### src/hw/rtl/hcbp_pkg.sv
// Shared types and constants of the Huffman code bit packer.
`default_nettype none
package hcbp_pkg;

  // Default number of entries in the code store.
  localparam int SYMBOL_COUNT_DEF    = 256;
  // Default longest code word in bits.
  localparam int MAX_CODE_LENGTH_DEF = 32;
  // Entries in the queue between the front and the back part.
  localparam int QUEUE_DEPTH         = 2;

  // Fixed field widths of the input and result channels.
  localparam int REQ_W    = 2;
  localparam int SYM_IN_W = 8;
  localparam int BITS_IN_W = 32;
  localparam int LEN_IN_W = 6;
  localparam int BYTE_W   = 8;
  // Wide enough for the four bytes one code can complete.
  localparam int NBYTE_W  = 3;
  // Bit position within the pending byte.
  localparam int POS_W    = 3;

  // Request codes.
  typedef enum logic [REQ_W-1:0] {
    REQ_LOAD   = 2'd0,
    REQ_ENCODE = 2'd1,
    REQ_FLUSH  = 2'd2
  } req_t;

  // Queue status seen by the side that pushes and the side that pops.
  typedef struct packed {
    logic full;
    logic empty;
  } q_stat_t;

endpackage
`default_nettype wire

### src/hw/rtl/hcbp_queue.sv
// Short queue of looked-up requests between the front and the back part.
`default_nettype none
module hcbp_queue #(
  parameter int DEPTH = hcbp_pkg::QUEUE_DEPTH,
  parameter int WIDTH = 1
) (
  input  wire logic             clk,
  input  wire logic             rst_n,
  input  wire logic             push,
  input  wire logic [WIDTH-1:0] wdata,
  input  wire logic             pop,
  output logic [WIDTH-1:0]      rdata,
  output hcbp_pkg::q_stat_t     stat
);

  localparam int PTR_W = (DEPTH > 1) ? $clog2(DEPTH) : 1;
  localparam int CNT_W = $clog2(DEPTH + 1);

  logic [WIDTH-1:0] slot_r [DEPTH];
  logic [PTR_W-1:0] wr_ptr_r, wr_ptr_nxt;
  logic [PTR_W-1:0] rd_ptr_r, rd_ptr_nxt;
  logic [CNT_W-1:0] count_r, count_nxt;
  logic             do_push;
  logic             do_pop;

  assign stat    = '{full: (count_r == CNT_W'(DEPTH)), empty: (count_r == '0)};
  assign do_push = push && !stat.full;
  assign do_pop  = pop && !stat.empty;
  assign rdata   = slot_r[rd_ptr_r];

  always_comb begin
    wr_ptr_nxt = wr_ptr_r;
    rd_ptr_nxt = rd_ptr_r;
    count_nxt  = count_r;
    if (do_push) begin
      wr_ptr_nxt = (wr_ptr_r == PTR_W'(DEPTH - 1)) ? '0 : wr_ptr_r + 1'b1;
    end
    if (do_pop) begin
      rd_ptr_nxt = (rd_ptr_r == PTR_W'(DEPTH - 1)) ? '0 : rd_ptr_r + 1'b1;
    end
    if (do_push && !do_pop) begin
      count_nxt = count_r + 1'b1;
    end else if (do_pop && !do_push) begin
      count_nxt = count_r - 1'b1;
    end
  end

  always_ff @(posedge clk) begin
    if (do_push) begin
      slot_r[wr_ptr_r] <= wdata;
    end
  end

  always_ff @(posedge clk) begin
    if (!rst_n) begin
      wr_ptr_r <= '0;
      rd_ptr_r <= '0;
      count_r  <= '0;
    end else begin
      wr_ptr_r <= wr_ptr_nxt;
      rd_ptr_r <= rd_ptr_nxt;
      count_r  <= count_nxt;
    end
  end

endmodule
`default_nettype wire

### config.mk
export PLATFORM = sky130hd
export DESIGN_NAME = hcbp_queue
export DESIGN_NICKNAME = d
export VERILOG_FILES = /design/src/hw/rtl/hcbp_pkg.sv /design/src/hw/rtl/hcbp_queue.sv
export SDC_FILE = /design/constraint.sdc
export NUM_CORES = 1
export LEC_CHECK = 0
export BUFFER_PORTS_ARGS = -buffer_cell sky130_fd_sc_hd__buf_2
export CELL_PAD_IN_SITES_DETAIL_PLACEMENT = 1
export CELL_PAD_IN_SITES_GLOBAL_PLACEMENT = 1
export CORE_AREA = 2 2 39 41
export CTS_CLUSTER_DIAMETER = 40
export DETAILED_ROUTE_END_ITERATION = 7
export DIE_AREA = 0 0 41 43
export PLACE_DENSITY = 0.53
export SYNTH_ARGS = -nofsm -noshare
export SYNTH_HDL_FRONTEND = slang
export SYNTH_SLANG_ARGS = --single-unit
### constraint.sdc
create_clock -name clk -period 4 [get_ports clk]
set_input_delay 0.2 -clock clk [delete_from_list [all_inputs] [get_ports clk]]
set_output_delay 0.2 -clock clk [all_outputs]
set_load 0.01 [all_outputs]
==> flow_metrics.env <==
export IMPL_ys_flop_type="dfxtp_1"
export IMPL_place_ws_ns=2.38
export IMPL_grtUsageTotal_pct=9.67
export IMPL_comb_power_share_pct=36.9
export IMPL_ctsHoldBuffers=0
export IMPL_yosysTopAreaCellShare_pct=32.8
export IMPL_core_area_um2=1380
export IMPL_drcViolationCount=0
export IMPL_cp_max_fo=5
export IMPL_diodes=0
export IMPL_leakagePower_nw=0.168
export IMPL_rsz0062_at_grt="false"
export IMPL_ys_async_sr_fraction_pct=0
export IMPL_fmax_ghz=0.619
export IMPL_hold_path_class="in2reg"
export IMPL_status="finished, final reports clean"
export IMPL_arrival_ns=1.80
export IMPL_die_h_um=43
export IMPL_syn_to_final_growth_pct=26.6
export IMPL_htree_num_levels=1
export IMPL_grt_overflow_total=0
export IMPL_min_period_ns=1.62
export IMPL_finalSetupViolations=0
export IMPL_cts_clk_slew_worst_paths_ns=0.05
export IMPL_antenna_left=0
export IMPL_grt_pass1_wl_mm=1.01
export IMPL_startpoint_type="register"
export IMPL_yosysMostFrequentCell="dfxtp_1"
export IMPL_wirelength_um=590
export IMPL_gp_congestion=0.759
export IMPL_slew_headroom_pct=85.2
export IMPL_synth_area_top_cells="dfxtp_1, edfxtp_1, and2_1"
export IMPL_root_buffer="clkbuf_4"
export IMPL_initial_core_util_pct=22.1
export IMPL_ys_warn_count=0
export IMPL_yosysSeqAreaShare_pct=52.5
export IMPL_finalNonFillerCells=55
export IMPL_ios=8
export IMPL_cap_violations=0
export IMPL_p_per_area_nw_per_um2=726
export IMPL_clock_latency_ns=0.25
export IMPL_row_count=14
export IMPL_finalClockSkew_ns=0.00238
export IMPL_p_clk_share_pct=23.3
export IMPL_cts_path_max_buffers=2
export IMPL_grt_max_degree=6
export IMPL_die_w_um=41
export IMPL_p_int_mw=0.187
export IMPL_cts_tree="built"
export IMPL_end_kind="register"
export IMPL_critPathKind="reg2reg"
export IMPL_portBuffers=7
export IMPL_cts_buffers=3
export IMPL_cts_sinks=7
export IMPL_peakVddDrop_uv=207
export IMPL_grt_antenna_before_repair=0
export IMPL_synth_avg_cell_area_um2=10.9
export IMPL_synth_top_area_cell="dfxtp_1"
export IMPL_drive_gt1_share_pct=33.3
export IMPL_syn_inst=28
export IMPL_nNetsFinal=46
export IMPL_drt_iter0_markers=1
export IMPL_r2r_setup_slack_ns=2.38
export IMPL_slew_violations=0
export IMPL_power_frac_seq_pct=39.8
export IMPL_fin_total_pwr_mw=0.281
export IMPL_p_sw_mw=0.0939
export IMPL_post_cts_setup_buffer_count=0
export IMPL_layout_setup_ws_ns=2.38
export IMPL_hpwl_um=488
export IMPL_tightest_slew_ns=0.221
export IMPL_die_area_um2=1760
export IMPL_ctsResizeCount=0
export IMPL_netlist_area_um2=305
export IMPL_ys_types=19
export IMPL_cp_data_required_time_ns=4.18
export IMPL_setup_tns_final_ns=0
export IMPL_grt_pass1_vias=251
export IMPL_swShare_pct=33.4
export IMPL_hold_viol=0
export IMPL_synthTopCellsByCount="dfxtp_1, and2_1, edfxtp_1, nor2_1, xnor2_1"
export IMPL_vias=230
export IMPL_fin_crit_sh_pct=40.4
export IMPL_ys_ff_latch=7
export IMPL_via_per_inst=4.18
export IMPL_dr_pass1_iters=2
export IMPL_placed_cells=51
export IMPL_wl_per_cell_um=10.7
export IMPL_syn_num_nets=34
export IMPL_synth_edf_count=2
power groups by stage:
stage / sequential [mW] / clock (mW) / combinational [mW]
after floorplan: 0.109 / 0 / 0.0782
after global placement: 0.111 / 0 / 0.100
after detailed placement: 0.114 / 0 / 0.106
after CTS: 0.112 / 0.0684 / 0.107
after global routing: 0.114 / 0.0757 / 0.119
final: 0.112 / 0.0655 / 0.104
worst paths after layout:
path,from,endpoint,cells past startpoint
max,count_r[0],count_r[1],6
min,wdata,slot_r[1],1
max reg2reg,count_r[0],count_r[1],6
min reg2reg,count_r[1],count_r[1],2
worst max-delay path, cell delays in order (launching register included):
cell	delay, ns
dfxtp_1	0.42
nand2b_1	0.19
inv_2	0.06
nor2_1	0.10
ha_1	0.27
or3_1	0.36
a21boi_1	0.14
stage by stage:
stage | utilization [%] | cell area (µm²) | hold slack (ns)
final | 27.9 | 387 | 0.143
after floorplan | - | 305 | 0.299
after detailed placement | 26.0 | 360 | 0.405
after global placement | 26.0 | 360 | 0.390
after global routing | 27.9 | 387 | 0.124
after CTS | 27.9 | 387 | 0.136
cells in the final DEF (no fill, tap or decap), drive strengths merged, types with 2 or more instances in the layout:
cell / instances
nor2: 2
dfxtp: 5
clkbuf: 4
xnor2: 2
o21ai: 2
edfxtp: 2
inv: 2
buf: 7
and2: 3
a21boi: 2
routing by layer:
| layer | global-route usage (%) | wire length, µm | share of wire (%) |
|---|---|---|---|
| met2 | 13.4 | 321 | 54 |
| met5 | 0 | 0 | 0 |
| met1 | 9.42 | 232 | 39 |
| met3 | 4.71 | 23 | 3.9 |
| met4 | 10.0 | 13 | 2.2 |
cell type report:
cell class / instances / area, µm²
fillers: 164 / 997
flip-flops and latches: 7 / 160
multi-input cells: 19 / 138
repair buffers: 7 / 35.0
clock buffers: 4 / 26.3
well taps: 16 / 20.0
inverters: 2 / 7.51
kinds of logic after synthesis:
kind of cell / Yosys count / synth area share (%)
adders and majority gates: 1 / 4.10
AOI/OAI and AO/OA: 5 / 10.7
and+or+nand+nor: 9 / 18.0
buffers and inverters: 2 / 2.46
xor gates and xnor gates: 3 / 8.61
muxes: 1 / 3.69
DFF: 7 / 52.5
Power figures use the tool's default switching activity.
