--- src/hw/rtl/hcbp_pkg.sv ---
// Shared types and constants of the Huffman code bit packer.
`default_nettype none
package hcbp_pkg;

  // Default number of entries in the code store.
  localparam int SYMBOL_COUNT_DEF    = 256;
  // Default longest code word in bits.
  localparam int MAX_CODE_LENGTH_DEF = 32;
  // Entries in the queue between the front and the back part.
  localparam int QUEUE_DEPTH         = 2;

  // Fixed field widths of the input and result channels.
  localparam int REQ_W    = 2;
  localparam int SYM_IN_W = 8;
  localparam int BITS_IN_W = 32;
  localparam int LEN_IN_W = 6;
  localparam int BYTE_W   = 8;
  // Wide enough for the four bytes one code can complete.
  localparam int NBYTE_W  = 3;
  // Bit position within the pending byte.
  localparam int POS_W    = 3;

  // Request codes.
  typedef enum logic [REQ_W-1:0] {
    REQ_LOAD   = 2'd0,
    REQ_ENCODE = 2'd1,
    REQ_FLUSH  = 2'd2
  } req_t;

  // Queue status seen by the side that pushes and the side that pops.
  typedef struct packed {
    logic full;
    logic empty;
  } q_stat_t;

endpackage
`default_nettype wire

--- src/hw/rtl/hcbp_back.sv ---
// Back part: bit packing into bytes and the output register.
`default_nettype none
module hcbp_back #(
  parameter int MAX_CODE_LENGTH = hcbp_pkg::MAX_CODE_LENGTH_DEF,
  parameter int LEN_W           = $clog2(MAX_CODE_LENGTH + 1),
  parameter int ENTRY_W         = 1 + MAX_CODE_LENGTH + LEN_W
) (
  input  wire logic                           clk,
  input  wire logic                           rst_n,
  input  wire hcbp_pkg::q_stat_t              q_stat,
  input  wire logic [ENTRY_W-1:0]             q_rdata,
  output logic                                q_pop,
  output logic                                out_valid,
  input  wire logic                           out_stall,
  output logic [hcbp_pkg::BYTE_W-1:0]         out_byte,
  output logic                                out_last_of_run
);

  localparam int BW    = hcbp_pkg::BYTE_W;
  localparam int WW    = MAX_CODE_LENGTH + BW;
  localparam int SUM_W = (LEN_W + 1 > 4) ? LEN_W + 1 : 4;
  localparam int NW    = hcbp_pkg::NBYTE_W;
  localparam int PW    = hcbp_pkg::POS_W;

  logic                 busy_r, busy_nxt;
  logic [WW-1:0]        word_r, word_nxt;
  logic [NW-1:0]        left_r, left_nxt;
  logic [PW-1:0]        rem_r, rem_nxt;
  logic [BW-1:0]        pend_byte_r, pend_byte_nxt;
  logic [PW-1:0]        pend_cnt_r, pend_cnt_nxt;
  logic                 out_valid_r, out_valid_nxt;
  logic [BW-1:0]        out_byte_r, out_byte_nxt;
  logic                 out_last_r, out_last_nxt;

  logic                       e_flush;
  logic [MAX_CODE_LENGTH-1:0] e_bits;
  logic [LEN_W-1:0]           e_len;
  logic [LEN_W-1:0]           shamt;
  logic [MAX_CODE_LENGTH-1:0] code_la;
  logic [WW-1:0]              new_word;
  logic [SUM_W-1:0]           total;
  logic [NW-1:0]              new_nb;
  logic [PW-1:0]              new_rem;
  logic                       out_free;

  assign {e_flush, e_bits, e_len} = q_rdata;
  assign out_free = !out_valid_r || !out_stall;
  assign q_pop    = !busy_r && !q_stat.empty;

  assign out_valid       = out_valid_r;
  assign out_byte        = out_byte_r;
  assign out_last_of_run = out_last_r;

  // Merge the pending bits with the code, both left-aligned in one word.
  always_comb begin
    shamt   = LEN_W'(MAX_CODE_LENGTH) - e_len;
    code_la = e_bits << shamt;
    total   = SUM_W'(pend_cnt_r) + SUM_W'(e_len);
    if (e_flush) begin
      new_word = {pend_byte_r, MAX_CODE_LENGTH'(0)};
      new_nb   = (pend_cnt_r != '0) ? NW'(1) : '0;
      new_rem  = '0;
    end else begin
      new_word = {pend_byte_r, MAX_CODE_LENGTH'(0)} | ({code_la, BW'(0)} >> pend_cnt_r);
      new_nb   = NW'(total >> 3);
      new_rem  = total[PW-1:0];
    end
  end

  always_comb begin
    busy_nxt      = busy_r;
    word_nxt      = word_r;
    left_nxt      = left_r;
    rem_nxt       = rem_r;
    pend_byte_nxt = pend_byte_r;
    pend_cnt_nxt  = pend_cnt_r;
    out_valid_nxt = out_valid_r && out_stall;
    out_byte_nxt  = out_byte_r;
    out_last_nxt  = out_last_r;

    if (busy_r) begin
      if (out_free) begin
        out_valid_nxt = 1'b1;
        out_byte_nxt  = word_r[WW-1 -: BW];
        out_last_nxt  = (left_r == NW'(1));
        word_nxt      = word_r << BW;
        left_nxt      = left_r - 1'b1;
        if (left_r == NW'(1)) begin
          busy_nxt      = 1'b0;
          pend_byte_nxt = word_r[WW-BW-1 -: BW];
          pend_cnt_nxt  = rem_r;
        end
      end
    end else if (q_pop) begin
      if (new_nb == '0) begin
        pend_byte_nxt = new_word[WW-1 -: BW];
        pend_cnt_nxt  = new_rem;
      end else if (out_free) begin
        out_valid_nxt = 1'b1;
        out_byte_nxt  = new_word[WW-1 -: BW];
        out_last_nxt  = (new_nb == NW'(1));
        if (new_nb == NW'(1)) begin
          pend_byte_nxt = new_word[WW-BW-1 -: BW];
          pend_cnt_nxt  = new_rem;
        end else begin
          busy_nxt = 1'b1;
          word_nxt = new_word << BW;
          left_nxt = new_nb - 1'b1;
          rem_nxt  = new_rem;
        end
      end else begin
        busy_nxt = 1'b1;
        word_nxt = new_word;
        left_nxt = new_nb;
        rem_nxt  = new_rem;
      end
    end
  end

  always_ff @(posedge clk) begin
    word_r     <= word_nxt;
    left_r     <= left_nxt;
    rem_r      <= rem_nxt;
    out_byte_r <= out_byte_nxt;
    out_last_r <= out_last_nxt;
  end

  always_ff @(posedge clk) begin
    if (!rst_n) begin
      busy_r      <= 1'b0;
      pend_byte_r <= '0;
      pend_cnt_r  <= '0;
      out_valid_r <= 1'b0;
    end else begin
      busy_r      <= busy_nxt;
      pend_byte_r <= pend_byte_nxt;
      pend_cnt_r  <= pend_cnt_nxt;
      out_valid_r <= out_valid_nxt;
    end
  end

endmodule
`default_nettype wire

--- config.mk ---
export PLATFORM = sky130hd
export DESIGN_NAME = hcbp_back
export DESIGN_NICKNAME = d
export VERILOG_FILES = /design/src/hw/rtl/hcbp_pkg.sv /design/src/hw/rtl/hcbp_back.sv
export SDC_FILE = /design/constraint.sdc
export NUM_CORES = 1
export LEC_CHECK = 0
export ABC_AREA = 1
export CAP_MARGIN = 30
export CORE_MARGIN = 2
export CORE_UTILIZATION = 66
export CTS_CLUSTER_DIAMETER = 50
export DETAILED_ROUTE_END_ITERATION = 10
export DONT_BUFFER_PORTS = 1
export PLACE_DENSITY = 0.82
export SLEW_MARGIN = 20
export SYNTH_ARGS = -nofsm -noshare
export SYNTH_HDL_FRONTEND = slang
export SYNTH_SLANG_ARGS = --single-unit
--- constraint.sdc ---
create_clock -name clk -period 4.2 [get_ports clk]
set_input_delay 0.42 -clock clk [delete_from_list [all_inputs] [get_ports clk]]
set_output_delay 0.42 -clock clk [all_outputs]
set_load 0.02 [all_outputs]
==> key figures, run 1 <==
STA
  • Tmin final: 3.633 ns
  • Max-slew violation count: 0
  • Hold Worst Slack: 0.1938 ns
  • Final count of negative-setup-slack endpoints: 0
  • RSZ-0062 raised after global routing: false
  • Slew HR: 0.3753
  • Skew final: 0.01250 ns
  • F_max: 275.3 MHz
  • Final number of hold-violating endpoints: 0
  • Worst Max-Slew Pin Slew: 0.9360 ns
  • Fin Setup TNS: 0 ns
  • Tcrit/Tclk final: 0.8649

Synth
  • Synthesized area per cell: 6.380 um^2
  • Sequential area share after synthesis: 0.2991
  • Post-synth top flop: edfxtp_1
  • Cell count after synthesis: 986
  • Unique masters post-synth: 41
  • Synth Register Bits: 67
  • Post-Syn Area: 6291 um^2
  • Ys Warns: 0
  • Fraction of registers with async set/reset: 0
  • Post-synth EDFFs: 54
  • Mapped Nets: 1,040

Placed design
  • Cells after DPL: 1,063
  • Hpwl dp: 12.39 mm
  • Placed inst area: 6201 um^2
  • GP Congestion: 0.9259
  • Number of port buffers: 0

Worst setup path
  • Worst Path Buf+Inv: 6
  • Worst-path cell chain: ha_1, nand3_1, nand3_1, xor2_1, a21oi_1, inv_1, ha_1, ha_1, inv_1, nor2_1, inv_1, nand2_1, inv_1, o211ai_1, inv_1, buf_4
  • Worst setup EP type: flip-flop
  • Setup crit start kind: flip-flop
  • Most used cell, CP: inv_1
  • Max FO, Critical Path: 39
  • Critical path's slowest cell: dfxtp_1
  • CP delay by family, top: buffers and inverters
  • Crit path kind: flip-flop to flip-flop
  • Worst Path Required: 4.19 ns
  • Critical path arrival: 3.63 ns
  • CP peak stage delay: 0.45 ns

Job
  • Maxcap violations: 0

Detailed routing
  • WL final: 16.78 mm
  • Drt first pass iters: 6
  • Residual DRC: 0
  • Vias/cell: 6.215
  • DRT iter0 DRCs: 613
  • Wirelength per Cell: 15.54 um
  • DRT antenna net count: 0
  • Via count: 6,712

Clock tree
  • Root Buffer: clkbuf_8
  • CTS tree: built
  • Post-CTS Setup Bufs: 0
  • Clock slew at reported path FFs: 0.07 ns
  • Hold buffers post-CTS: 0
  • TritonCTS Sinks: 67
  • Post-CTS sizing: 0
  • H-tree levels: 3
  • Worst skew pair latency: 0.36 ns
  • Max Buffers Root-to-Sink: 2
  • Cts bufs inserted: 9

Pwr
  • Worst ir drop on vdd: 0.2866 mV
  • Pwr dens: 561.5 nW/um^2
  • Design Power: 3.615 mW
  • Leak: 2.773 nW

Layout
  • Layout Nets: 1,000
  • N_diodes: 0
  • Fraction of layout cells with a size suffix above 1: 0.05889
  • Footprint of the multi-input gates: 3869 um^2
  • Synth-to-layout area growth: 2.327%
  • Cell area after layout: 6437 um^2
  • Commonest cells after routing, fill and taps aside: 326 x nand3_1, 301 x nand2_1, 54 x edfxtp_1, 47 x inv_1, 33 x nor2_1
  • Reg area: 1882 um^2
  • Post-Layout Cell Count: 1,080
  • Commonest non-fill, non-tap cell in the layout: nand3_1
  • FILL cells: 854

Global route
  • Largest net degree at the start of global routing: 40
  • Vias in the first global route: 6,016
  • Global route overflow: 0
  • GRT Util Overall: 0.3381
  • Global-route wire length before repair: 28.00 mm
  • Initial antenna violation count: 0

Die
  • Initial core utilization: 0.6808
  • Die H: 101.6 um
  • Site Rows: 35
  • Core Region: 9240 um^2
  • I/O pin cnt: 55
  • Die Span X: 101.6 um
  • Die footprint: 10,330 um^2

Run status
  • Status: complete, no violations

Min path
  • Min-Delay Path Class: input pin to flip-flop
-- final cells by class --
cell class,instances,share of cell area
inverter,55,0.03324
tap,129,0.02507
clock buffer,10,0.02138
timing repair buffer,11,0.01341
clock inverter,6,0.01361
sequential,67,0.2923
multi-input combinational,802,0.6010
-- synth_stat cells, types with 2 or more instances --
cell type / n / area, um^2
nand3_1: 326 / 1632
nand2_1: 301 / 1130
edfxtp_1: 54 / 1622
inv_1: 47 / 176.4
nor2_1: 34 / 127.6
a21oi_1: 23 / 115.1
o21ai_0: 22 / 110.1
clkbuf_1: 20 / 75.07
buf_2: 17 / 85.08
nand4_1: 16 / 100.1
dfxtp_1: 13 / 260.3
a22oi_1: 11 / 82.58
buf_1: 10 / 37.54
buf_4: 10 / 75.07
ha_1: 9 / 112.6
o211ai_1: 9 / 67.56
o21ai_1: 8 / 40.04
a31oi_1: 7 / 43.79
nor2_2: 6 / 37.54
buf_6: 5 / 56.30
inv_2: 5 / 18.77
nand2_2: 5 / 31.28
o21bai_1: 3 / 22.52
xor2_1: 3 / 26.28
nand3_2: 2 / 20.02
nand3b_1: 2 / 15.01
nor3_2: 2 / 20.02
o21ai_2: 2 / 17.52
o221ai_1: 2 / 17.52
-- through the flow --
stage,util,worst slack [ns]
floorplan,-,0.7619
global placement,0.6711,0.7596
detailed placement,0.6711,0.6387
CTS,0.6955,0.6300
global route,0.6967,0.3452
finish,0.6967,0.5674
-- layer usage --
metal | global-route usage | vias to the layer above | routed length (um)
li1 | - | 3335 | -
met1 | 0.4729 | 3065 | 7249
met2 | 0.5445 | 282 | 7858
met3 | 0.05728 | 30 | 1367
met4 | 0.08732 | 0 | 305
met5 | 0 | - | 0
-- logic make-up (layout without fill, tap and decap cells) --
kind of cell,Yosys count,count (layout),synth area share
fa+ha+maj,10,10,0.02108
buf+inv,117,82,0.08632
simple gates,699,699,0.5014
flops,67,67,0.2991
compound gates,89,89,0.08532
xor+xnor,4,4,0.006764
-- power breakdown --
group          internal, mW  total, mW  switching, mW
combinational         0.516       1.75           1.24
sequential             1.09       1.25          0.162
clock                 0.351      0.611          0.260
-- state kept, by name (all words and copies together), names as in the netlist --
register / flops
pend_cnt_r: 3
pend_byte_r: 8
busy_r: 1
word_r: 39
out_byte: 8
out_valid: 1
left_r: 3
out_last_of_run: 1
rem_r: 3
-- worst reg2reg max path: cells and delay by family, from the launching register on --
family | cells | cell delay, ns
xor+xnor | 1 | 0.17
flops | 1 | 0.45
simple gates | 4 | 0.46
compound gates | 2 | 0.36
buf+inv | 6 | 1.02
fa+ha+maj | 3 | 0.78
-- final timing paths --
path	from	end	slack (ns)	cells past startpoint
worst min register to register	word_r[34]	out_byte[2]	0.54	2
worst min-delay path	rst_n	pend_cnt_r[1]	0.19	2
worst max register to register	pend_cnt_r[2]	word_r[18]	0.57	16
worst max-delay path	pend_cnt_r[2]	word_r[18]	0.57	16
No activity file was read; power rests on OpenSTA's default activity.
==> run 2, diff against run 1 <==
--- a/config.mk
+++ b/config.mk
@@ -8,11 +8,11 @@
 export ABC_AREA = 1
 export CAP_MARGIN = 30
 export CORE_MARGIN = 2
-export CORE_UTILIZATION = 66
+export CORE_UTILIZATION = 59
 export CTS_CLUSTER_DIAMETER = 50
 export DETAILED_ROUTE_END_ITERATION = 10
 export DONT_BUFFER_PORTS = 1
-export PLACE_DENSITY = 0.82
+export PLACE_DENSITY = 0.78
 export SLEW_MARGIN = 20
 export SYNTH_ARGS = -nofsm -noshare
 export SYNTH_HDL_FRONTEND = slang
==> constraint.sdc (replaced) <==
create_clock -name clk -period 3.28 [get_ports clk]
set_input_delay 0.328 -clock clk [delete_from_list [all_inputs] [get_ports clk]]
set_output_delay 0.328 -clock clk [all_outputs]
set_load 0.02 [all_outputs]
==> key figures, run 2 (synthesis results as in run 1) <==
STA
  • Final number of hold-violating endpoints: 0 (unchanged)
  • Worst Max-Slew Pin Slew: 0.7576 ns (-0.1784 ns)
  • Skew final: 0.01376 ns (+0.001256 ns)
  • Hold Worst Slack: 0.1047 ns (-0.08909 ns)
  • Slew HR: 0.4944 (+0.1191)
  • Tcrit/Tclk final: 0.9260 (+0.06105)
  • Final count of negative-setup-slack endpoints: 0 (unchanged)
  • F_max: 329.3 MHz (+20%)
  • Max-slew violation count: 0 (unchanged)
  • Tmin final: 3.037 ns (-0.5955 ns)
  • Fin Setup TNS: 0 ns (unchanged)
  • RSZ-0062 raised after global routing: false

Global route
  • Global-route wire length before repair: 27.74 mm (-0.94%)
  • Vias in the first global route: 6,002 (-0.23%)
  • GRT busiest layer: met2
  • GRT met3 Usage: 0.05751 (+0.0002252)
  • GRT Util Overall: 0.2995 (-0.03856)
  • Global route overflow: 0 (unchanged)
  • M2 GR Usage: 0.4797 (-0.06488)
  • Initial antenna violation count: 0 (unchanged)
  • Largest net degree at the start of global routing: 51 (+28%)
  • Met1 Usage GRT: 0.4082 (-0.06461)

Clock tree
  • TritonCTS Sinks: 67 (unchanged)
  • Worst skew pair latency: 0.35 ns (about the same)
  • Root Buffer: clkbuf_8
  • Cts bufs inserted: 9 (unchanged)
  • Hold buffers post-CTS: 0 (unchanged)
  • CTS tree: built
  • H-tree levels: 3 (unchanged)
  • Max Buffers Root-to-Sink: 2 (unchanged)
  • Clock slew at reported path FFs: 0.07 ns (about the same)

Detailed routing
  • Wirelength per Cell: 14.91 um (-4.0%)
  • Vias/cell: 5.948 (-4.3%)
  • Drt first pass iters: 5 (-1)
  • WL final: 16.44 mm (-2.1%)
  • Residual DRC: 0 (unchanged)
  • DRT iter0 DRCs: 613 (unchanged)
  • Via count: 6,555 (-2.3%)
  • DRT antenna net count: 0 (unchanged)

Layout
  • Max reg flops: 39 (unchanged)
  • Commonest non-fill, non-tap cell in the layout: nand3_1
  • N_diodes: 0 (unchanged)
  • Fraction of layout cells with a size suffix above 1: 0.07557 (+0.01668)
  • Largest reg by FF count: word_r
  • Post-Layout Cell Count: 1,102 (+2.0%)
  • Cell area after layout: 6576 um^2 (+2.2%)
  • Layout Nets: 1,015 (+1.5%)
  • Commonest cells after routing, fill and taps aside: 326 x nand3_1, 301 x nand2_1, 54 x edfxtp_1, 45 x inv_1, 31 x nor2_1
  • Synth-to-layout area growth: 4.535%

Worst setup path
  • R2R Path Start: pend_cnt_r[0]
  • R2R Path End: word_r[9]
  • Worst Path Required: 3.38 ns (-0.81 ns)
  • R2R setup slack: 0.24 ns (-0.32 ns)
  • Max FO, Critical Path: 29 (-26%)
  • Critical path arrival: 3.14 ns (-0.49 ns)
  • Crit path kind: flip-flop to flip-flop
  • Worst Reg-to-Reg Cells: 17 (+1)
  • Worst setup EP type: flip-flop
  • Setup crit start kind: flip-flop

Min path
  • Worst hold start: rst_n
  • Worst Hold Path EP: pend_cnt_r[2]
  • Hold-critical path depth: 2 (unchanged)
  • Min-Delay Path Class: input pin to flip-flop

Die
  • Core Region: 10,320 um^2 (+12%)
  • Initial core utilization: 0.6094 (-0.07146)
  • I/O pin cnt: 55 (unchanged)
  • Die footprint: 11,500 um^2 (+11%)
  • Die H: 107.3 um (+5.5%)
  • Site Rows: 37 (+5.7%)
  • Die Span X: 107.3 um (+5.5%)

Job
  • Maxcap violations: 0 (unchanged)

Placed design
  • Cells after DPL: 1,081 (+1.7%)
  • Hpwl dp: 12.27 mm (-0.92%)
  • Number of port buffers: 0 (unchanged)
  • Placed inst area: 6314 um^2 (+1.8%)
  • GP Congestion: 0.9484 (+2.4%)

Run status
  • Status: complete, no violations

Pwr
  • Leak: 2.824 nW (+1.8%)
  • Pwr dens: 709.0 nW/um^2 (+26%)
  • Worst ir drop on vdd: 0.4076 mV (+42%)
==> run 2: how the worst max path moves through the flow <==
| stage | slack (ns) | depth (start not counted) | startpoint | end |
|---|---|---|---|---|
| detailed placement | -0.04 | 17 | q_rdata[0] | word_r[8] |
| global route | 0.04 | 17 | pend_cnt_r[0] | word_r[17] |
| floorplan | 0.02 | 16 | q_rdata[0] | left_r[0] |
| finish | 0.24 | 17 | pend_cnt_r[0] | word_r[9] |
| global placement | 0.05 | 17 | q_rdata[0] | word_r[2] |
| CTS | 0.07 | 17 | pend_cnt_r[0] | word_r[18] |
==> run 2: area by class of cell <==
class,count,area [um^2]
timing repair buffer,26,215.2
clock buffer,11,131.4
fill,1011,3747
sequential,67,1882
clock inverter,5,77.57
tap,136,170.2
multi-input combinational,802,3879
inverter,55,221.5
==> run 2: timing repair <==
action	in CTS	in global routing
buffers inserted	1	3
gates resized for setup	0	2
hold endpoints to repair	0	0
pin swaps	0	1
endpoints found under the setup margin	29	43
==> run 2: power breakdown <==
group	switching, mW	total, mW	internal, mW
sequential	0.185	1.58	1.39
combinational	1.60	2.35	0.747
clock	0.314	0.740	0.426
==> run 2: layer usage <==
metal / share of wire / wire length, um / up-vias
met4: 0.022 / 361 / 0
met3: 0.073 / 1205 / 34
li1: - / - / 3359
met1: 0.45 / 7396 / 2912
met2: 0.45 / 7473 / 250
met5: 0 / 0 / -
==> run 2: per-stage QoR <==
stage	power (mW)	util	worst slack (ns)
finish	4.663	0.6370	0.2428
global route	5.027	0.6370	0.04493
CTS	4.590	0.6325	0.07291
detailed placement	3.840	0.6116	-0.04286
global placement	3.805	0.6116	0.05254
floorplan	3.313	-	0.02254
==> run 2: worst max-delay path, cell delays in order, from the launching register on <==
cell,delay (ns)
dfxtp_1,0.31
ha_1,0.21
fa_1,0.40
nand2_1,0.07
a21oi_1,0.07
o21ai_0,0.15
a21oi_1,0.06
inv_1,0.10
ha_1,0.16
ha_1,0.18
inv_1,0.10
nor2_4,0.15
inv_1,0.08
nand2_1,0.08
inv_1,0.05
o211ai_1,0.13
clkinvlp_4,0.25
buf_12,0.22
